$ cat src/hw/rtl/lpr_pkg.sv
// Package for the line pixel rasterizer: widths, request codes and the
// request and response transaction structs. No dependencies.
`default_nettype none

package lpr_pkg;

   localparam int COORD_BITS = 12;
   localparam int WIDTH_BITS = 13;
   localparam int ADDR_BITS  = 24;
   localparam int COLOR_BITS = 24;
   // decision term spans -2*abs_dx .. 2*abs_dy (axes swapped when steep) plus one sign bit of margin
   localparam int DEC_BITS   = COORD_BITS + 3;

   localparam logic [WIDTH_BITS-1:0] WIDTH_RESET = WIDTH_BITS'(640);

   localparam logic REQ_START = 1'b0;
   localparam logic REQ_STEP  = 1'b1;

   typedef struct packed {
      logic                  req_type;
      logic [COORD_BITS-1:0] x_start;
      logic [COORD_BITS-1:0] y_start;
      logic [COORD_BITS-1:0] x_end;
      logic [COORD_BITS-1:0] y_end;
      logic [COLOR_BITS-1:0] line_color;
   } lpr_req_type;

   typedef struct packed {
      logic [COORD_BITS-1:0] pixel_x;
      logic [COORD_BITS-1:0] pixel_y;
      logic [ADDR_BITS-1:0]  pixel_address;
      logic [COLOR_BITS-1:0] pixel_color;
      logic                  last_pixel;
   } lpr_rsp_type;

endpackage

`default_nettype wire

$ cat src/hw/rtl/line_pixel_rasterizer.sv
// An accepted transaction passes through the pixel stage and then the output register to rsp_valid.
// Throughput: one request per cycle while the output drains; the walker state updates at accept, and the
// pixel stage and the output register each hold one pixel under back-pressure.
// The address multiply (width times y) and the add of x sit between the pixel stage and the output register.
// Reset (synchronous, active high) clears the walker, empties both stages and
// sets image_width to 640.
`default_nettype none

module line_pixel_rasterizer (
   input  wire                         clock,
   input  wire                         reset,
   input  wire                         req_valid,
   output logic                        req_ready,
   input  lpr_pkg::lpr_req_type        req_data,
   output logic                        rsp_valid,
   input  wire                         rsp_ready,
   output lpr_pkg::lpr_rsp_type        rsp_data,
   input  wire                         csr_write_enable,
   input  wire [lpr_pkg::WIDTH_BITS-1:0] csr_write_data
);
   import lpr_pkg::*;

   localparam int CB = COORD_BITS;

   // walker state
   logic [CB-1:0]              cur_x_ff, cur_x_in;
   logic [CB-1:0]              cur_y_ff, cur_y_in;
   logic [CB-1:0]              stop_ff, stop_in;
   logic signed [DEC_BITS-1:0] dec_ff, dec_in;
   logic [CB-1:0]              adx_ff, adx_in;
   logic [CB-1:0]              ady_ff, ady_in;
   logic                       down_ff, down_in;
   logic                       steep_ff, steep_in;
   logic                       active_ff, active_in;
   logic [COLOR_BITS-1:0]      color_ff, color_in;
   logic [WIDTH_BITS-1:0]      width_ff;

   // pixel stage
   logic                       pix_valid_ff;
   logic [CB-1:0]              pix_x_ff, pix_y_ff;
   logic [COLOR_BITS-1:0]      pix_color_ff;
   logic                       pix_last_ff;

   // output register
   logic                       rsp_valid_ff;
   lpr_rsp_type                rsp_ff, rsp_in;

   logic                       req_accept;
   logic                       produce;
   logic                       last;
   logic                       out_free;
   logic                       pix_move;

   // start decode
   logic signed [CB:0]         dx, dy;
   logic [CB:0]                adx_full, ady_full;
   logic signed [DEC_BITS-1:0] two_adx, two_ady;
   logic signed [DEC_BITS-1:0] s_two_adx, s_two_ady;
   logic [CB+WIDTH_BITS-1:0]   product;

   assign out_free   = !rsp_valid_ff || rsp_ready;
   assign pix_move   = pix_valid_ff && out_free;
   assign req_ready  = !pix_valid_ff || out_free;
   assign req_accept = req_valid && req_ready;

   always_comb begin
      dx       = $signed({1'b0, req_data.x_end}) - $signed({1'b0, req_data.x_start});
      dy       = $signed({1'b0, req_data.y_end}) - $signed({1'b0, req_data.y_start});
      adx_full = dx[CB] ? $unsigned(-dx) : $unsigned(dx);
      ady_full = dy[CB] ? $unsigned(-dy) : $unsigned(dy);
      two_adx  = $signed({2'b00, adx_full[CB-1:0], 1'b0});
      two_ady  = $signed({2'b00, ady_full[CB-1:0], 1'b0});
      s_two_adx = $signed({2'b00, adx_ff, 1'b0});
      s_two_ady = $signed({2'b00, ady_ff, 1'b0});

      cur_x_in  = cur_x_ff;
      cur_y_in  = cur_y_ff;
      stop_in   = stop_ff;
      dec_in    = dec_ff;
      adx_in    = adx_ff;
      ady_in    = ady_ff;
      down_in   = down_ff;
      steep_in  = steep_ff;
      active_in = active_ff;
      color_in  = color_ff;
      produce   = 1'b0;
      last      = 1'b0;

      if (req_data.req_type == REQ_START) begin
         adx_in   = adx_full[CB-1:0];
         ady_in   = ady_full[CB-1:0];
         down_in  = !((dx < 0 && dy < 0) || (dx > 0 && dy > 0));
         color_in = req_data.line_color;
         produce  = 1'b1;
         if (ady_full <= adx_full) begin
            steep_in = 1'b0;
            dec_in   = two_ady - $signed({3'b000, adx_full[CB-1:0]});
            if (!dx[CB]) begin
               cur_x_in = req_data.x_start;
               cur_y_in = req_data.y_start;
               stop_in  = req_data.x_end;
            end else begin
               cur_x_in = req_data.x_end;
               cur_y_in = req_data.y_end;
               stop_in  = req_data.x_start;
            end
            last = (cur_x_in == stop_in);
         end else begin
            steep_in = 1'b1;
            dec_in   = two_adx - $signed({3'b000, ady_full[CB-1:0]});
            if (!dy[CB]) begin
               cur_x_in = req_data.x_start;
               cur_y_in = req_data.y_start;
               stop_in  = req_data.y_end;
            end else begin
               cur_x_in = req_data.x_end;
               cur_y_in = req_data.y_end;
               stop_in  = req_data.y_start;
            end
            last = (cur_y_in == stop_in);
         end
         active_in = !last;
      end else if (active_ff) begin
         produce = 1'b1;
         if (!steep_ff) begin
            cur_x_in = cur_x_ff + 1'b1;
            if (dec_ff < 0) begin
               dec_in = dec_ff + s_two_ady;
            end else begin
               cur_y_in = down_ff ? cur_y_ff - 1'b1 : cur_y_ff + 1'b1;
               dec_in   = dec_ff + s_two_ady - s_two_adx;
            end
            last = (cur_x_in == stop_ff);
         end else begin
            cur_y_in = cur_y_ff + 1'b1;
            if (dec_ff <= 0) begin
               dec_in = dec_ff + s_two_adx;
            end else begin
               cur_x_in = down_ff ? cur_x_ff - 1'b1 : cur_x_ff + 1'b1;
               dec_in   = dec_ff + s_two_adx - s_two_ady;
            end
            last = (cur_y_in == stop_ff);
         end
         active_in = !last;
      end
   end

   always_ff @(posedge clock) begin
      if (reset) begin
         cur_x_ff  <= '0;
         cur_y_ff  <= '0;
         stop_ff   <= '0;
         dec_ff    <= '0;
         adx_ff    <= '0;
         ady_ff    <= '0;
         down_ff   <= 1'b0;
         steep_ff  <= 1'b0;
         active_ff <= 1'b0;
         color_ff  <= '0;
      end else if (req_accept) begin
         cur_x_ff  <= cur_x_in;
         cur_y_ff  <= cur_y_in;
         stop_ff   <= stop_in;
         dec_ff    <= dec_in;
         adx_ff    <= adx_in;
         ady_ff    <= ady_in;
         down_ff   <= down_in;
         steep_ff  <= steep_in;
         active_ff <= active_in;
         color_ff  <= color_in;
      end
   end

   always_ff @(posedge clock) begin
      if (reset) begin
         width_ff <= WIDTH_RESET;
      end else if (csr_write_enable) begin
         width_ff <= csr_write_data;
      end
   end

   // pixel stage: load on accept, otherwise drain into the output register
   always_ff @(posedge clock) begin
      if (reset) begin
         pix_valid_ff <= 1'b0;
      end else if (req_accept) begin
         pix_valid_ff <= produce;
      end else if (pix_move) begin
         pix_valid_ff <= 1'b0;
      end
   end

   always_ff @(posedge clock) begin
      if (req_accept) begin
         pix_x_ff     <= cur_x_in;
         pix_y_ff     <= cur_y_in;
         pix_color_ff <= color_in;
         pix_last_ff  <= last;
      end
   end

   always_comb begin
      product              = (CB+WIDTH_BITS)'(width_ff) * (CB+WIDTH_BITS)'(pix_y_ff);
      rsp_in.pixel_x       = pix_x_ff;
      rsp_in.pixel_y       = pix_y_ff;
      rsp_in.pixel_address = ADDR_BITS'(product) + ADDR_BITS'(pix_x_ff);
      rsp_in.pixel_color   = pix_color_ff;
      rsp_in.last_pixel    = pix_last_ff;
   end

   always_ff @(posedge clock) begin
      if (reset) begin
         rsp_valid_ff <= 1'b0;
      end else if (out_free) begin
         rsp_valid_ff <= pix_valid_ff;
      end
   end

   always_ff @(posedge clock) begin
      if (pix_move) begin
         rsp_ff <= rsp_in;
      end
   end

   assign rsp_valid = rsp_valid_ff;
   assign rsp_data  = rsp_ff;

   // a step transaction with no line in progress leaves the pixel stage empty
   a_idle_step_drops: assert property (@(posedge clock) disable iff (reset)
      req_accept && req_data.req_type == REQ_STEP && !active_ff |=> !pix_valid_ff)
      else $error("step without active line produced a pixel");

   // a start always yields a pixel carrying the new color
   a_start_emits: assert property (@(posedge clock) disable iff (reset)
      req_accept && req_data.req_type == REQ_START |=>
         pix_valid_ff && pix_color_ff == $past(req_data.line_color))
      else $error("start transaction did not load its pixel");

   // the line ends with its last pixel
   a_last_ends_line: assert property (@(posedge clock) disable iff (reset)
      req_accept && produce && last |=> !active_ff && pix_last_ff)
      else $error("line still active after its last pixel");

   // a stalled pixel stage holds its pixel
   a_pix_hold: assert property (@(posedge clock) disable iff (reset)
      pix_valid_ff && !out_free |=> pix_valid_ff && $stable(pix_x_ff) && $stable(pix_y_ff))
      else $error("pixel stage lost data under back-pressure");

endmodule

`default_nettype wire

$ cat config.mk
export PLATFORM = sky130hd
export DESIGN_NAME = line_pixel_rasterizer
export DESIGN_NICKNAME = d
export VERILOG_FILES = /design/src/hw/rtl/lpr_pkg.sv /design/src/hw/rtl/line_pixel_rasterizer.sv
export SDC_FILE = /design/constraint.sdc
export NUM_CORES = 1
export LEC_CHECK = 0
export BUFFER_PORTS_ARGS = -buffer_cell sky130_fd_sc_hd__buf_4
export CORE_ASPECT_RATIO = 1.2
export CORE_UTILIZATION = 40
export CTS_CLUSTER_SIZE = 14
export DETAILED_ROUTE_END_ITERATION = 7
export GPL_ROUTABILITY_DRIVEN = 0
export PLACE_DENSITY_LB_ADDON = 0.3
export SKIP_CTS_REPAIR_TIMING = 1
export SLEW_MARGIN = 20
export SYNTH_ARGS = -nofsm -noshare
export SYNTH_HDL_FRONTEND = slang
export SYNTH_SLANG_ARGS = --single-unit
$ cat constraint.sdc
create_clock -name clock -period 8.05 [get_ports clock]
set_input_delay 2.415 -clock clock [delete_from_list [all_inputs] [get_ports clock]]
set_output_delay 2.415 -clock clock [all_outputs]
set_load 0.05 [all_outputs]
; After elaboration in Yosys (flattened, before gate mapping)
; Index checks and enable logic that the tools add are counted.
[classes]
add_sub_neg = 15
multipliers = 1
order_cmp = 7
n_eq_ne = 5
muxes = 50
bitwise_logic = 1
n_reduce_logical = 15
[op_table]
columns = cell, count
row1 = $mux W12, 27
row2 = $mux W15, 6
row3 = $eq A12 B12 Y1, 4
row4 = $add A15 B14 Y15, 2
row5 = $sub A15 B14 Y15, 2
row6 = $sub A13 B12 Y14, 2
row7 = $gt A13 B1 Y1 const B, 2
row8 = $lt A13 B1 Y1 const B, 2
row9 = $mux W13, 2
row10 = $neg A13 Y13, 2
row11 = $sub A12 B12 Y13, 2
row12 = $add A12 B1 Y12 const B, 2
row13 = $add A24 B12 Y24, 1
row14 = $mul A13 B12 Y24, 1
row15 = $mux W24, 1
row16 = $sub A12 B1 Y12 const B, 2
row17 = $le A15 B1 Y1 const B, 1
row18 = $lt A15 B1 Y1 const B, 1
row19 = $mux W1, 14
row20 = $le A13 B13 Y1, 1
row21 = $logic_not A1 Y1, 5
row22 = $logic_and A1 B1 Y1, 4
row23 = $reduce_and A2 Y1, 2
row24 = $logic_or A1 B1 Y1, 3
row25 = other kinds (3), 3
[totals]
register_bits = 239
in_bits = 91
output_inout_bits = 75
wordCells = 116

; Depth between registers and ports, before layout
; Gate-level depths: netlist (run 1).
[depth]
ltp_word = 11
mapped_depth = 26
ltp_nobuf = 25

; Worst setup path after synthesis (run 1)
; OpenSTA, ideal clock, no wires.
[synth_timing]
path_type = input-to-reg
from = input req_data[36] (netlist name)
to = register cur_x_ff[5]
setup_ns = 0.132
t_arrival_ns = 7.264
required_time_ns = 7.918
setup_slack_ns = 0.654
cell_stages = 25
n_path_buf = 1
cell_sequence = inv_1 ha_1 inv_1 fa_1 a21o_1 a2111oi_4 or2_1 o211ai_1 a2111oi_2 nor2_1 nor2_1 and3_1 nand2b_1 ha_1 and4_1 nand4_1 a211oi_1 a2111oi_2 a21oi_1 mux2i_4 buf_4 mux2i_1 mux2i_1 nand2_1 a21oi_1
[synth_between]
elab_chain_cells = 6
elab_cells_between_ends = 9
classes_between = add/sub (2) / order compare (1) / mux (6)
[synth_lines]
columns = element, line_no
row1 = from (decl), line_pixel_rasterizer.sv:14  ; input lpr_pkg::lpr_req_type req_data,
row2 = $sub A12 B12 Y13 (*), line_pixel_rasterizer.sv:67  ; dx = $signed({1'b0, req_data.x_end}) - $signed({1'b0, req_data.x_start});
row3 = $neg A13 Y13 / $mux W12 (equally long branches), "line_pixel_rasterizer.sv:69, line_pixel_rasterizer.sv:98"
row4 = $mux W13 / $mux W12 (equally long branches), "line_pixel_rasterizer.sv:69, line_pixel_rasterizer.sv:95"
row5 = $le A13 B13 Y1 / $mux W12 (equally long branches), "line_pixel_rasterizer.sv:95, line_pixel_rasterizer.sv:89"
row6 = $mux W12 (*), line_pixel_rasterizer.sv:95  ; if (ady_full <= adx_full) begin
row7 = $mux W12 (*), line_pixel_rasterizer.sv:89  ; if (req_data.req_type == REQ_START) begin
row8 = named net cur_x_in[5], line_pixel_rasterizer.sv:26  ; logic [CB-1:0] cur_x_ff, cur_x_in;
row9 = to (signal assigned), line_pixel_rasterizer.sv:161  ; cur_x_ff <= cur_x_in;
row10 = to (decl), line_pixel_rasterizer.sv:26
; Mark *: on every way through the listed nets, which the timed path passes. The rest lies on a longest branch. The select of a mux whose other input is x is not followed.
; A chain may end at the register's enable or synchronous reset.

; Worst setup path after layout (run 1)
[layout_timing]
from = input req_data[24] (netlist name)
to = register cur_x_ff[1]
[layout_between]
elab_chain_cells = 6
elab_cells_between_ends = 7
classes_between = add/sub (2) / order compare (1) / mux (4)
[layout_lines]
columns = element, line_no
row1 = $sub A12 B12 Y13 (*), line_pixel_rasterizer.sv:68  ; dy = $signed({1'b0, req_data.y_end}) - $signed({1'b0, req_data.y_start});
row2 = $neg A13 Y13, line_pixel_rasterizer.sv:70  ; ady_full = dy[CB] ? $unsigned(-dy) : $unsigned(dy);
row3 = $mux W13 (*), line_pixel_rasterizer.sv:70
row4 = named net ady_full[11], line_pixel_rasterizer.sv:56  ; logic [CB:0] adx_full, ady_full;
row5 = $le A13 B13 Y1 (*), line_pixel_rasterizer.sv:95
row6 = $mux W12 (*), line_pixel_rasterizer.sv:95
row7 = $mux W12 (*), line_pixel_rasterizer.sv:89
row8 = named net cur_x_in[1], line_pixel_rasterizer.sv:26
; Mark *: on every way through the listed nets, which the timed path passes. The rest lies on a longest branch.

==> results of run 1 <==
## registers in the layout, summed over array words and instances, names as in the netlist
name and count:
active_ff 1, adx_ff 12, ady_ff 12, color_ff 24, cur_x_ff 12, cur_y_ff 12
dec_ff 15, down_ff 1, pix_color_ff 24, pix_last_ff 1, pix_valid_ff 1, pix_x_ff 12
pix_y_ff 12, rsp_data 73, rsp_valid 1, steep_ff 1, stop_ff 12, width_ff 13
## final cells by class
type                    count  area [sq um]
inverters                 310          1160
flip-flops and latches    239          6010
well taps                 712           891
fillers                  5146         29200
diodes                      1          2.50
repair buffers            196          1490
clock buffers              36           739
multi-input cells        1866         14200
clock inverters            13           149
## where the power goes
| group | total [mW] | internal (mW) | switching (mW) |
|---|---|---|---|
| combinational | 4.14 | 1.71 | 2.44 |
| sequential | 1.68 | 1.51 | 0.167 |
| clock | 1.25 | 0.739 | 0.509 |
| total | 7.07 | 3.96 | 3.11 |
## path summary, 6_finish.rpt
| path | slack (ps) | end |
|---|---|---|
| setup / recovery | 770 | cur_x_ff[1] |
| hold / removal | 420 | rsp_data[10] |
| setup reg to reg | 2100 | rsp_data[47] |
| hold reg to reg | 420 | rsp_data[10] |
## per-layer routing
| layer | vias up | share of wire, % | GRT usage (%) | wire, um |
|---|---|---|---|---|
| met1 | 8989 | 40 | 26.0 | 24700 |
| met4 | 0 | 4.0 | 9.06 | 2490 |
| met2 | 619 | 51 | 40.9 | 31600 |
| met3 | 171 | 5.6 | 2.54 | 3490 |
| li1 | 8845 | - | - | - |
| met5 | - | 0 | 0 | 0 |
## cell families after synthesis
family / count (synthesis)
AOI/OAI and AO/OA: 517
xor gates and xnor gates: 169
and+or+nand+nor: 788
muxes: 83
DFF: 239
adders and majority gates: 309
buffers and inverters: 439
## cells in the final DEF, fill, tap and decap left out, drive strengths merged, types with 41 or more instances in the layout
cell type,count
nand2,340
inv,308
buf,196
ha,181
nor2,171
a21oi,170
fa,128
edfxtp,122
dfxtp,117
xnor2,105
o21ai,88
and2,82
xor2,64
mux2i,58
nor3,44
a211oi,44
nand3,41
## stage by stage
stage               hold slack, ps  instances  utilization (%)  setup slack (ps)  area, sq um
floorplan                      400       2544                -               654        21900
global placement               400       3323             44.2               428        23800
detailed placement             405       3323             44.2               294        23800
CTS                            420       3372             45.8               881        24700
global route                   429       3372             45.8               311        24700
finish                         417       3373             45.8               772        24700
==> results by group, run 1 <==
Outcome
  – Outcome: finished, final reports clean

Timing
  – Rel. slew slack: 29.8%
  – Final Setup Violations: 0
  – Unrepaired setup endpoints after global routing: no
  – Worst Skew: 27.8 ps
  – Hold Vio Cnt, Final: 0
  – Slew Viols, Final: 0
  – Clock period minus worst slack: 7280 ps
  – Slew at the pin closest to its max-slew limit: 1050 ps
  – Final period util: 90.4%
  – Final setup TNS: 0 ps
  – Max Fclk: 0.137 GHz

Yosys
  – Syn Inst Count: 2544
  – Compound-Gate Fraction of Synth Area: 15.7%
  – Synthesis Warnings: 0
  – Syn Nets: 2944
  – Asr flop ratio synth: 0%
  – Synth cell types: 89
  – Ys flop type: edfxtp_1
  – Synthesized area per cell: 8.60 sq um
  – Largest family of logic cells by synthesized area: adder cells
  – #FFs+latches synth: 239
  – Post-Synth Adder-Cell Area: 22.1%
  – Mapped Area: 21900 sq um
  – Post-synth EDFFs: 122
  – Synth Area in Simple Gates: 16.4%
  – Post-synthesis xor/xnor area fraction: 6.83%
  – Yosys top cell area share: 16.7%
  – Synth top area cells: edfxtp_1 (17%), fa_1 (12%), dfxtp_1 (11%), ha_1 (10%), nand2_1 (5.8%)
  – Most frequent cell after synthesis: nand2_1
  – Top post-synthesis cells by count: nand2_1 (340), inv_1 (307), ha_1 (181)
  – Mux contribution to synthesized area: 4.00%
  – Seq/Total Area, Yosys: 27.4%
  – Post-synth top area cell: edfxtp_1

Route
  – # DRC: 0
  – Vias per inst: 5.52
  – Initial drt markers: 1230
  – WL final: 62.3 mm
  – Pre-antenna DRT Iters: 5
  – Drt wl/cell: 18.5 um
  – Routed vias: 18624
  – Routed Antenna Nets: 0

Placed design
  – HPWL after DPL: 48.8 mm
  – Port bufs: 165

Die
  – Core area: 53900 sq um
  – Die X: 216 um
  – Die Y: 258 um
  – # IOs: 166
  – Full die area: 55700 sq um
  – Starting Density: 40.6%
  – Row count: 93

Clock tree
  – CTS root buf: clkbuf_16
  – CTS tree: done
  – Clock latency on the worst-skew pair: 560 ps
  – H-tree depth: 1
  – Maximum clock path buffer count: 3
  – TritonCTS Buffers: 27
  – Clock sink count: 239
  – Reg clk slew, reported paths: 60 ps

Setup path
  – R2R Path Start: pix_y_ff[0]
  – Critical path depth in cells: 24
  – Critical Path, Cell by Cell: buf_4 -> inv_1 -> ha_1 -> inv_1 -> fa_1 -> xnor2_1 -> nand3_1 -> nor3_1 -> o2111ai_1 -> o41ai_2 -> xor2_2 -> inv_2 -> ha_1 -> and4_1 -> nand4_1 -> a211oi_1 -> a2111oi_2 -> a21oi_4 -> mux2i_4 -> buf_12 -> mux2i_1 -> o21ai_0 -> nand2_1 -> o31ai_1
  – Nature of the critical path startpoint: input pin
  – Crit-path max cell delay: 410 ps
  – Worst endpoint required time: 8460 ps
  – CP delay by family, top: compound AO/OA/AOI/OAI gates
  – Class of the most critical setup path: input pin to flop
  – WP buf/inv: 5
  – Crit path max-delay cell type: o41ai_2
  – Critical Path Start: req_data[24]
  – Critical-path maximum fanout: 27
  – Path depth of the worst reg2reg path: 21
  – CP endpoint kind: flop
  – Critical path arrival: 7690 ps

Global route
  – Initial antenna violation count: 1
  – Largest net degree at the start of global routing: 100
  – Vias in the first global route: 18786
  – Total track usage: 22.2%
  – GRT overflow: 0
  – Global-route wire length before repair: 99.3 mm

Final layout
  – Layout cells sized above 1: 11.2%
  – Fin nets: 3040
  – Synth-to-Final Area Change: 12.8%

Min path
  – Hold Crit Start: pix_color_ff[9]
  – Min-delay worst type: flop to flop
  – Hold Path Depth: 0

Power
  – P_leak: 10.8 nW
  – Power density cells: 286 nW/um^2
  – Peak supply drop: 191 uV
  – Tot Pwr: 7.07 mW

Run
  – Max_cap viols: 0
Note: power is estimated with default switching activity, not from simulation.
==> run 2: changes to the inputs <==
--- a/config.mk
+++ b/config.mk
@@ -6,8 +6,10 @@
 export NUM_CORES = 1
 export LEC_CHECK = 0
 export BUFFER_PORTS_ARGS = -buffer_cell sky130_fd_sc_hd__buf_4
+export CELL_PAD_IN_SITES_DETAIL_PLACEMENT = 1
+export CELL_PAD_IN_SITES_GLOBAL_PLACEMENT = 2
 export CORE_ASPECT_RATIO = 1.2
-export CORE_UTILIZATION = 40
+export CORE_UTILIZATION = 38
 export CTS_CLUSTER_SIZE = 14
 export DETAILED_ROUTE_END_ITERATION = 7
 export GPL_ROUTABILITY_DRIVEN = 0
==> results by group, run 2 (synthesis results as in run 1) <==
Clock tree
  – H-tree depth: 1 (unchanged)
  – Reg clk slew, reported paths: 60 ps (about the same)
  – CTS root buf: clkbuf_16 (unchanged)
  – Maximum clock path buffer count: 3 (unchanged)
  – Clock sink count: 239 (unchanged)
  – CTS tree: done (unchanged)
  – TritonCTS Buffers: 29 (was 27)
  – Clock latency on the worst-skew pair: 580 ps (was 560 ps)

Setup path
  – Critical path arrival: 7810 ps (was 7690 ps)
  – WP buf/inv: 4 (was 5)
  – Critical-path maximum fanout: 12 (was 27)
  – Worst endpoint required time: 8480 ps (was 8460 ps)
  – Class of the most critical setup path: input pin to flop (unchanged)
  – Nature of the critical path startpoint: input pin (unchanged)
  – CP dominant cell by count: nor2_1
  – CP endpoint kind: flop (unchanged)
  – Crit-path max cell delay: 560 ps (was 410 ps)
  – CP delay by family, top: compound AO/OA/AOI/OAI gates (unchanged)
  – Crit path max-delay cell type: a2111oi_2 (was o41ai_2)

Timing
  – Hold Vio Cnt, Final: 0 (unchanged)
  – Rel. slew slack: 32.9% (was 29.8%)
  – Worst Setup Slack, final: 664 ps (was 772 ps)
  – Max Fclk: 0.135 GHz (was 0.137 GHz)
  – Slew Viols, Final: 0 (unchanged)
  – Final period util: 91.7% (was 90.4%)
  – Final Setup Violations: 0 (unchanged)
  – Worst Skew: 17.2 ps (was 27.8 ps)
  – Unrepaired setup endpoints after global routing: no (unchanged)
  – Final setup TNS: 0 ps (unchanged)
  – Clock period minus worst slack: 7390 ps (was 7280 ps)
  – Slew at the pin closest to its max-slew limit: 995 ps (was 1050 ps)

Global route
  – Largest net degree at the start of global routing: 62 (was 100)
  – Vias in the first global route: 20059 (was 18786)
  – Global-route wire length before repair: 114 mm (was 99.3 mm)
  – GRT overflow: 0 (unchanged)
  – Initial antenna violation count: 0 (was 1)
  – Total track usage: 24.6% (was 22.2%)

Final layout
  – Largest register FFs: 73 (unchanged)
  – Filler Cell Count: 6697 (was 5146)
  – Final Non-Filler Cells: 3407 (was 3373)
  – Synth-to-Final Area Change: 13.4% (was 12.8%)
  – Most frequent cells in the layout: nand2_1 (338), inv_1 (307), buf_4 (201) (was nand2_1 (339), inv_1 (306), buf_4 (194))
  – Fin nets: 3049 (was 3040)
  – ANT cells: 0 (was 1)
  – Layout cells sized above 1: 11.6% (was 11.2%)
  – Post-layout util: 43.5% (was 45.8%)
  – Leading cell type in the layout, fill and taps excluded: nand2_1 (unchanged)

Die
  – Die X: 221 um (was 216 um)
  – Row count: 96 (was 93)
  – Core area: 57100 sq um (was 53900 sq um)
  – Full die area: 58600 sq um (was 55700 sq um)
  – Starting Density: 38.4% (was 40.6%)
  – # IOs: 166 (unchanged)
  – Die Y: 265 um (was 258 um)

Route
  – Routed vias: 18753 (was 18624)
  – Drt wl/cell: 21.2 um (was 18.5 um)
  – Initial drt markers: 908 (was 1230)
  – Pre-antenna DRT Iters: 4 (was 5)
  – WL final: 72.3 mm (was 62.3 mm)
  – Routed Antenna Nets: 0 (unchanged)
  – Vias per inst: 5.50 (was 5.52)
  – # DRC: 0 (unchanged)

Placed design
  – HPWL after DPL: 57.0 mm (was 48.8 mm)
  – Pre-CTS setup slack: 84.5 ps (was 294 ps)
  – Port bufs: 165 (unchanged)
  – Placed cells: 3353 (was 3323)

Power
  – P_leak: 10.8 nW (about the same)
  – Clock Power Share: 17.7% (about the same)
  – Comb power frac: 59.1% (was 58.6%)
  – Tot Pwr: 7.29 mW (was 7.07 mW)
  – Peak supply drop: 174 uV (was 191 uV)
  – Sw frac: 45.4% (was 44.0%)
  – Seq pwr share: 23.2% (was 23.7%)
  – Power density cells: 294 nW/um^2 (was 286 nW/um^2)
  – Internal: 3.98 mW (was 3.96 mW)
  – NetSw: 3.31 mW (was 3.11 mW)

Outcome
  – Outcome: finished, final reports clean (unchanged)

Min path
  – Min-delay worst type: flop to flop (unchanged)

Run
  – Max_cap viols: 0 (unchanged)
[run 2: cell count changes in the layout (fill, tap and decap cells not counted), moves of 2 or more]
cell / previous run / this run
buf_4: 194 / 201
inv_6: 0 / 4
clkbuf_8: 3 / 1
clkbuf_16: 27 / 30
bufinv_16: 3 / 1
[run 2: area by class of cell]
class                           instances  area (sq um)  share of cell area, %
Timing Repair Buffer                  203          1550                   6.24
Multi-Input combinational cell       1866         14300                   57.5
Inverter                              310          1160                   4.69
Clock buffer                           38           791                   3.19
Sequential cell                       239          6010                   24.2
Tap cell                              735           920                   3.71
Clock inverter                         16           126                  0.509
[run 2: worst paths after layout]
path	start	endpoint	slack (ps)	cells past startpoint
worst max-delay path	req_data[36]	cur_x_ff[2]	660	26
worst min-delay path	pix_color_ff[19]	rsp_data[20]	420	0
worst max register to register	pix_y_ff[0]	rsp_data[48]	1850	21
worst min register to register	pix_color_ff[19]	rsp_data[20]	420	0
[run 2: through the flow]
stage	area (sq um)	hold slack, ps
final	24800	420
after global routing	24800	418
after CTS	24800	419
after detailed placement	23900	406
after global placement	23900	401
after floorplan	21900	400
[run 2: power groups by stage]
stage                     sequential [mW]  combinational [mW]  clock [mW]
after global placement               1.71                4.15           0
after floorplan                      1.77                3.03           0
final                                1.69                4.31        1.29
after CTS                            1.69                4.35        1.32
after global routing                 1.71                4.81        1.36
after detailed placement             1.72                4.31           0
[run 2: metal layers]
layer	share of wire [%]	up-vias	GRT usage (%)	wire [um]
li1	-	8841	-	-
met1	42	9470	29.5	30400
met2	52	317	45.9	37500
met3	2.9	125	2.14	2110
met4	3.3	0	8.32	2390
met5	0	-	0	0
